`src/design/lsws_pkg.sv`:
```
// Shared types and constants for the LIFO stack with search.
// Used by lifo_stack_with_search_unit and its testbench; depends on nothing else.
package lsws_pkg;

    localparam int VALUE_W   = 32;
    localparam int FUNC_W    = 3;
    localparam int STATUS_W  = 2;
    localparam int NODE_W    = 16;
    localparam int POS_W     = 4;
    localparam int COUNT_W   = 5;

    localparam int DEPTH_DEF   = 16;
    localparam int ID_BITS_DEF = 16;

    localparam logic [FUNC_W-1:0] FUNC_PUSH   = 3'd0;
    localparam logic [FUNC_W-1:0] FUNC_POP    = 3'd1;
    localparam logic [FUNC_W-1:0] FUNC_PEEK   = 3'd2;
    localparam logic [FUNC_W-1:0] FUNC_SEARCH = 3'd3;
    localparam logic [FUNC_W-1:0] FUNC_CLEAR  = 3'd4;

    localparam logic [STATUS_W-1:0] STAT_OK        = 2'd0;
    localparam logic [STATUS_W-1:0] STAT_EMPTY     = 2'd1;
    localparam logic [STATUS_W-1:0] STAT_FULL      = 2'd2;
    localparam logic [STATUS_W-1:0] STAT_NOT_FOUND = 2'd3;

    typedef enum logic [1:0] {
        ST_IDLE,
        ST_READ,
        ST_SEARCH
    } t_state;

    typedef struct packed {
        logic [FUNC_W-1:0]         func;
        logic signed [VALUE_W-1:0] value;
    } t_in_item;

    typedef struct packed {
        logic [STATUS_W-1:0]       status;
        logic signed [VALUE_W-1:0] entry_value;
        logic [NODE_W-1:0]         node_id;
        logic [POS_W-1:0]          position;
        logic                      hit;
        logic [COUNT_W-1:0]        count;
        logic                      last;
    } t_result;

endpackage

```
`src/design/lsws_ram.sv`:
```
// Generic single-write, single-read synchronous RAM with a registered read port.
// Standalone; instanced by lifo_stack_with_search_unit.
module lsws_ram #(
    parameter int WIDTH = 32,
    parameter int DEPTH = 16
) (
    input  logic                     i_clk,
    input  logic                     i_we,
    input  logic [$clog2(DEPTH)-1:0] i_waddr,
    input  logic [WIDTH-1:0]         i_wdata,
    input  logic [$clog2(DEPTH)-1:0] i_raddr,
    output logic [WIDTH-1:0]         o_rdata
);

    logic [WIDTH-1:0] r_mem [DEPTH];
    logic [WIDTH-1:0] r_rdata;

    always_ff @(posedge i_clk) begin
        if (i_we) begin
            r_mem[i_waddr] <= i_wdata;
        end
        r_rdata <= r_mem[i_raddr];
    end

    assign o_rdata = r_rdata;

endmodule

```
`src/design/lifo_stack_with_search_unit.sv`:
```
// Top level of the LIFO stack with search: control sequencer around one stack RAM.
// Depends on lsws_pkg and lsws_ram.
//
// Push and clear leave the unit idle, so the next item may follow at once.
// Pop and peek pass through the read state, because the top entry comes out
// of the stack RAM in the cycle after its address is presented; busy is high
// for one cycle. Search walks the entries from the top down after a first RAM
// read, and busy falls in the cycle that carries the strobe of the last
// result. An empty-stack pop, peek or search answers without leaving the idle
// state. Items with func codes zero to four yield their results as one-cycle
// strobes on o_strobe, each in the cycle after it is formed; the receiver
// cannot stall them. Func codes five to seven are ignored and produce no result.
module lifo_stack_with_search_unit #(
    parameter int DEPTH   = lsws_pkg::DEPTH_DEF,
    parameter int ID_BITS = lsws_pkg::ID_BITS_DEF
) (
    input  logic              i_clk,
    input  logic              i_rst_n,
    input  logic              i_start,
    input  lsws_pkg::t_in_item i_item,
    output logic              o_busy,
    output logic              o_strobe,
    output lsws_pkg::t_result  o_result
);

    localparam int AW     = $clog2(DEPTH);
    localparam int CNT_W  = $clog2(DEPTH + 1);
    localparam int MEM_W  = lsws_pkg::VALUE_W + ID_BITS;
    localparam int CEXT_W = CNT_W + lsws_pkg::COUNT_W;
    localparam int IEXT_W = ID_BITS + lsws_pkg::NODE_W;

    lsws_pkg::t_state r_state, n_state;
    logic [CNT_W-1:0]   r_count, n_count;
    logic [ID_BITS-1:0] r_id, n_id;
    logic               r_strobe, n_strobe;
    lsws_pkg::t_result  r_result, n_result;
    logic [AW-1:0]      r_idx, n_idx;
    logic [lsws_pkg::POS_W-1:0] r_pos, n_pos;
    logic signed [lsws_pkg::VALUE_W-1:0] r_key, n_key;
    logic               r_pop, n_pop;

    logic               mem_we;
    logic [AW-1:0]      mem_waddr;
    logic [MEM_W-1:0]   mem_wdata;
    logic [AW-1:0]      mem_raddr;
    logic [MEM_W-1:0]   mem_rdata;

    logic               accept;
    logic [CNT_W-1:0]   cnt_m1;
    logic [CEXT_W-1:0]  cnt_ext;
    logic [CEXT_W-1:0]  cnt_m1_ext;
    logic [IEXT_W-1:0]  id_ext;
    logic [IEXT_W-1:0]  rd_id_ext;
    logic signed [lsws_pkg::VALUE_W-1:0] rd_value;
    logic               rd_hit;
    logic               rd_bottom;

    lsws_ram #(
        .WIDTH (MEM_W),
        .DEPTH (DEPTH)
    ) u_stack_ram (
        .i_clk   (i_clk),
        .i_we    (mem_we),
        .i_waddr (mem_waddr),
        .i_wdata (mem_wdata),
        .i_raddr (mem_raddr),
        .o_rdata (mem_rdata)
    );

    assign accept     = i_start && (r_state == lsws_pkg::ST_IDLE);
    assign cnt_m1     = r_count - 1'b1;
    assign cnt_ext    = CEXT_W'(r_count);
    assign cnt_m1_ext = CEXT_W'(cnt_m1);
    assign id_ext     = IEXT_W'(r_id);
    assign rd_value   = mem_rdata[MEM_W-1:ID_BITS];
    assign rd_id_ext  = IEXT_W'(mem_rdata[ID_BITS-1:0]);
    assign rd_hit     = (rd_value == r_key);
    assign rd_bottom  = (r_idx == '0);

    always_comb begin
        n_state   = r_state;
        n_count   = r_count;
        n_id      = r_id;
        n_strobe  = 1'b0;
        n_result  = '0;
        n_idx     = r_idx;
        n_pos     = r_pos;
        n_key     = r_key;
        n_pop     = r_pop;
        mem_we    = 1'b0;
        mem_waddr = r_count[AW-1:0];
        mem_wdata = {i_item.value, r_id};
        mem_raddr = cnt_m1[AW-1:0];

        unique case (r_state)
            lsws_pkg::ST_IDLE: begin
                if (accept) begin
                    n_result.count = cnt_ext[lsws_pkg::COUNT_W-1:0];
                    n_result.last  = 1'b1;
                    unique case (i_item.func)
                        lsws_pkg::FUNC_PUSH: begin
                            n_strobe = 1'b1;
                            n_result.entry_value = i_item.value;
                            if (r_count == CNT_W'(DEPTH)) begin
                                n_result.status = lsws_pkg::STAT_FULL;
                            end else begin
                                mem_we          = 1'b1;
                                n_count         = r_count + 1'b1;
                                n_id            = r_id + 1'b1;
                                n_result.status = lsws_pkg::STAT_OK;
                                n_result.node_id = id_ext[lsws_pkg::NODE_W-1:0];
                                n_result.count  = cnt_ext[lsws_pkg::COUNT_W-1:0] + 1'b1;
                            end
                        end
                        lsws_pkg::FUNC_POP, lsws_pkg::FUNC_PEEK: begin
                            if (r_count == '0) begin
                                n_strobe        = 1'b1;
                                n_result.status = lsws_pkg::STAT_EMPTY;
                            end else begin
                                n_pop   = (i_item.func == lsws_pkg::FUNC_POP);
                                n_state = lsws_pkg::ST_READ;
                            end
                        end
                        lsws_pkg::FUNC_SEARCH: begin
                            if (r_count == '0) begin
                                n_strobe        = 1'b1;
                                n_result.status = lsws_pkg::STAT_NOT_FOUND;
                            end else begin
                                n_key   = i_item.value;
                                n_idx   = cnt_m1[AW-1:0];
                                n_pos   = '0;
                                n_state = lsws_pkg::ST_SEARCH;
                            end
                        end
                        lsws_pkg::FUNC_CLEAR: begin
                            n_strobe        = 1'b1;
                            n_count         = '0;
                            n_result.status = lsws_pkg::STAT_OK;
                            n_result.count  = '0;
                        end
                        default: begin
                            n_result = '0;
                        end
                    endcase
                end
            end
            lsws_pkg::ST_READ: begin
                // The top entry's data arrived from the RAM this cycle.
                n_strobe             = 1'b1;
                n_result.status      = lsws_pkg::STAT_OK;
                n_result.entry_value = rd_value;
                n_result.node_id     = rd_id_ext[lsws_pkg::NODE_W-1:0];
                n_result.last        = 1'b1;
                if (r_pop) begin
                    n_count        = cnt_m1;
                    n_result.count = cnt_m1_ext[lsws_pkg::COUNT_W-1:0];
                end else begin
                    n_result.count = cnt_ext[lsws_pkg::COUNT_W-1:0];
                end
                n_state = lsws_pkg::ST_IDLE;
            end
            lsws_pkg::ST_SEARCH: begin
                // Report the entry read last cycle while fetching the one below it.
                n_strobe             = 1'b1;
                n_result.status      = (!rd_hit && rd_bottom) ? lsws_pkg::STAT_NOT_FOUND
                                                              : lsws_pkg::STAT_OK;
                n_result.entry_value = rd_value;
                n_result.node_id     = rd_id_ext[lsws_pkg::NODE_W-1:0];
                n_result.position    = r_pos;
                n_result.hit         = rd_hit;
                n_result.count       = cnt_ext[lsws_pkg::COUNT_W-1:0];
                n_result.last        = rd_hit || rd_bottom;
                mem_raddr            = r_idx - 1'b1;
                if (rd_hit || rd_bottom) begin
                    n_state = lsws_pkg::ST_IDLE;
                end else begin
                    n_idx = r_idx - 1'b1;
                    n_pos = r_pos + 1'b1;
                end
            end
            default: begin
                n_state = lsws_pkg::ST_IDLE;
            end
        endcase
    end

    always_ff @(posedge i_clk) begin
        if (!i_rst_n) begin
            r_state  <= lsws_pkg::ST_IDLE;
            r_count  <= '0;
            r_id     <= '0;
            r_strobe <= 1'b0;
            r_pop    <= 1'b0;
        end else begin
            r_state  <= n_state;
            r_count  <= n_count;
            r_id     <= n_id;
            r_strobe <= n_strobe;
            r_pop    <= n_pop;
        end
    end

    always_ff @(posedge i_clk) begin
        r_result <= n_result;
        r_idx    <= n_idx;
        r_pos    <= n_pos;
        r_key    <= n_key;
    end

    assign o_busy   = (r_state != lsws_pkg::ST_IDLE);
    assign o_strobe = r_strobe;
    assign o_result = r_result;

endmodule

```
`config.mk`:
```
export PLATFORM = sky130hd
export DESIGN_NAME = lifo_stack_with_search_unit
export DESIGN_NICKNAME = d
export VERILOG_FILES = /design/src/design/lsws_pkg.sv /design/src/design/lsws_ram.sv /design/src/design/lifo_stack_with_search_unit.sv
export SDC_FILE = /design/constraint.sdc
export NUM_CORES = 1
export LEC_CHECK = 0
export BUFFER_PORTS_ARGS = -buffer_cell sky130_fd_sc_hd__buf_2
export CAP_MARGIN = 20
export CORE_MARGIN = 2
export CORE_UTILIZATION = 57
export DETAILED_ROUTE_END_ITERATION = 6
export MAX_ROUTING_LAYER = met4
export PLACE_DENSITY = 0.8
export SETUP_SLACK_MARGIN = 0.2
export SYNTH_ARGS = -nofsm -noshare
export SYNTH_HDL_FRONTEND = slang
export SYNTH_SLANG_ARGS = --single-unit
```
`constraint.sdc`:
```
create_clock -name i_clk -period 7.4 [get_ports i_clk]
set_clock_uncertainty 0.05 [all_clocks]
set_input_delay 1.48 -clock i_clk [delete_from_list [all_inputs] [get_ports i_clk]]
set_output_delay 1.48 -clock i_clk [all_outputs]
set_load 0.03 [all_outputs]
```
==> flow_summary.toml <==
[outcome]
outcome = "complete, no violations"

[cts]
cts_tree = "built"
source_to_sink_clock_delay_at_the_later_pin_of_the_worst_skew_pair_ns = 0.64
cts.sink_count = 942
cts.root.buffer_cell = "sky130_fd_sc_hd__clkbuf_16"
tritoncts.num_buffers = 92
postCtsResizedCells = 0
clkSlewWorstSetupHoldPaths_ns = 0.06
cts_hold_repair.buffers = 0
cts_buffer_depth = 3
cts-htree-levels = 3
cts_post_setup_buffers_inserted = 0

[power_and_ir_drop]
leakage_nw = 14.3
maximum_ir_drop_on_the_vdd_rail_uv = 214
proportion_of_total_power_due_to_net_switching = 0.292
comb_power_share = 0.193
internal-power_mw = 9.41
power.density_cell_area_nw_per_um2 = 328
p_switching_mw = 3.89
p_clk_frac = 0.343
power_frac_seq = 0.463

[yosys]
ys_types = 54
dominant_combinational_cell_family_by_area_after_synthesis = "simple AND/OR/NAND/NOR gates"
mux_share_of_post_synthesis_cell_area = 0.00151
synth.net_count = 2846
synth-compound-area-share = 0.0668
synthXorXnorAreaFrac = 0.0135
synth_cells = 2796
syn-mean-instance-area_um2 = 13.0
syn_area_um2 = 36400
yosys.area_share.simple = 0.150
yosys.area_share.adder = 0.00412
yosys_warnings = 0
synth-edff-count = 808
async_reset_ff_frac = 0
synth_seq_cells = 942
yosys_most_used_dff = "sky130_fd_sc_hd__edfxtp_1"
synth_seq_area_share = 0.740

[critical_path]
arrival_ns = 5.08
timing.setup.critical_path_class = "register to register"
timing.critical_path.from_type = "register"
crit_required_ns = 7.91
critical_path.max_fanout = 159
worst_setup_path_end_kind = "register"

[detailed_routing]
detail_route.wl_per_cell_um = 23.5
routed_wirelength_um = 88700
post-route-drc-count = 0
route.detailed.vias_per_inst = 6.25
first_iter_violations = 2998
pre_antenna_drt_iters = 6
routed-via-count = 23600
antenna_violating_nets_left = 0

[sta]
maxSlewViolCount = 0
finalSetupViolCount = 0
period_needed_ns = 4.57
slew_headroom = 0.250
setup-tns-final_ns = 0
timing.final.hold_violations = 0
transition_time_at_the_pin_with_the_least_slew_margin_ns = 1.13
grt_setup_unrepaired = "false"
post-route-period-util = 0.618
highest_achievable_clock_rate_mhz = 219

[die]
die-area_um2 = 65900
core_um2 = 63100
io_pins = 101
initial_core_util = 0.577
fp.dieH_um = 257
rows = 92
die_width_um = 257

[grt]
grt_util_all_layers = 0.275
maximum_number_of_pins_on_one_net_before_global_route_repair = 194
grt.overflow.total = 0
grt_antenna_before_repair = 6
grt_first_pass_wirelength_um = 135000
first_global_vias = 23100

[final_layout]
postLayoutCoreUtil = 0.642
synthToLayoutAreaGrowth_pct = 11.3
most_frequent_cells_in_the_layout = "sky130_fd_sc_hd__edfxtp_1, sky130_fd_sc_hd__nand2_1, sky130_fd_sc_hd__nand3_1"
design_area_um2 = 40500
final_net_count = 2889
final_layout_size_suffix_gt1_frac = 0.102
mostFrequentLayoutCell = "sky130_fd_sc_hd__edfxtp_1"

[placement]
port_buffers = 100
postPlaceCellArea_um2 = 37500
final_weighted_congestion_in_routability_driven_placement = 0.888
final_hpwl_from_detailed_placement_um = 46900

[min_path]
hold_path.class = "register to register"

[job]
cap_viol_max_count = 0
[flip-flops by register name, summed over array words and instances, names as in the netlist]
name                 count
r_count                  5
r_key                   32
u_stack_ram.o_rdata     48
r_state                  2
r_pop                    1
o_result                61
r_idx                    4
o_strobe                 1
r_pos                    4
u_stack_ram.r_mem      768
r_id                    16
[area by class of cell]
class | instances | area (um2)
antenna | 6 | 15.0
tap | 846 | 1060
inverter | 12 | 60.1
timing repair buffer | 137 | 803
multi-input combinational | 1654 | 8670
sequential | 942 | 26900
fill | 4477 | 22600
clock inverter | 28 | 196
clock buffer | 143 | 2780
[synth_stat cells (9+ instances only)]
cell | n | area (um2)
sky130_fd_sc_hd__and2_1 | 29 | 181
sky130_fd_sc_hd__a311oi_1 | 144 | 1260
sky130_fd_sc_hd__nor2_1 | 75 | 282
sky130_fd_sc_hd__buf_4 | 13 | 97.6
sky130_fd_sc_hd__inv_1 | 11 | 41.3
sky130_fd_sc_hd__clkbuf_1 | 100 | 375
sky130_fd_sc_hd__a21oi_1 | 60 | 300
sky130_fd_sc_hd__and3_1 | 102 | 638
sky130_fd_sc_hd__a31oi_1 | 49 | 307
sky130_fd_sc_hd__xor2_1 | 41 | 359
sky130_fd_sc_hd__xnor2_1 | 15 | 131
sky130_fd_sc_hd__dfxtp_1 | 134 | 2680
sky130_fd_sc_hd__nand3_1 | 203 | 1020
sky130_fd_sc_hd__o21ai_0 | 10 | 50.1
sky130_fd_sc_hd__ha_1 | 12 | 150
sky130_fd_sc_hd__nor4_1 | 9 | 56.3
sky130_fd_sc_hd__edfxtp_1 | 808 | 24300
sky130_fd_sc_hd__buf_2 | 67 | 335
sky130_fd_sc_hd__nand2_1 | 792 | 2970
sky130_fd_sc_hd__a22oi_1 | 49 | 368
[worst max-delay path: stages, from the launching register on]
cell,delay (ns)
sky130_fd_sc_hd__dfxtp_1,0.54
sky130_fd_sc_hd__inv_1,0.23
sky130_fd_sc_hd__ha_1,0.42
sky130_fd_sc_hd__mux2_8,0.54
sky130_fd_sc_hd__clkinv_8,0.53
sky130_fd_sc_hd__buf_4,0.97
sky130_fd_sc_hd__nand2_1,0.16
sky130_fd_sc_hd__and3_1,0.23
sky130_fd_sc_hd__a311oi_1,0.28
sky130_fd_sc_hd__a31oi_1,0.08
sky130_fd_sc_hd__a21oi_1,0.20
[power groups by stage]
stage | registers (mW) | logic (mW) | clock network (mW)
floorplan | 6.42 | 1.58 | 0
global placement | 6.26 | 2.46 | 0
detailed placement | 6.27 | 2.52 | 0
CTS | 6.16 | 2.54 | 4.60
global route | 6.18 | 2.77 | 4.79
finish | 6.16 | 2.57 | 4.57
[path summary, 6_finish.rpt]
path | start | end | slack [ns] | cells after the start
worst max-delay path | r_count[0] | u_stack_ram.o_rdata[22] | 2.83 | 10
worst min-delay path | u_stack_ram.o_rdata[4] | o_result[15] | 0.46 | 2
worst max register to register | r_count[0] | u_stack_ram.o_rdata[22] | 2.83 | 10
worst min register to register | u_stack_ram.o_rdata[4] | o_result[15] | 0.46 | 2
[stage by stage]
stage / cells / setup WS, ns / hold slack [ns] / power [mW]
floorplan: 2796 / 1.54 / 0.406 / 8.00
global placement: 3590 / 2.80 / 0.434 / 8.72
detailed placement: 3591 / 2.80 / 0.447 / 8.79
CTS: 3762 / 2.93 / 0.470 / 13.3
global route: 3768 / 2.51 / 0.506 / 13.7
finish: 3768 / 2.83 / 0.459 / 13.3
[metal layers]
metal | up-vias | GRT usage | wire, um
li1 | 10400 | - | -
met1 | 11500 | 0.357 | 33600
met2 | 1469 | 0.442 | 43600
met3 | 223 | 0.0436 | 8480
met4 | 0 | 0.0995 | 3010
met5 | - | - | 0
[cell families (layout without fill, tap and decap cells)]
family          Yosys count  after routing
other cells               0              6
flops                   942            942
mux                       5              5
xor+xnor                 56             56
simple gates           1250           1250
compound gates          331            331
fa+ha+maj                12             12
buf+inv                 200            320
No activity file was read; power rests on OpenSTA's default activity.
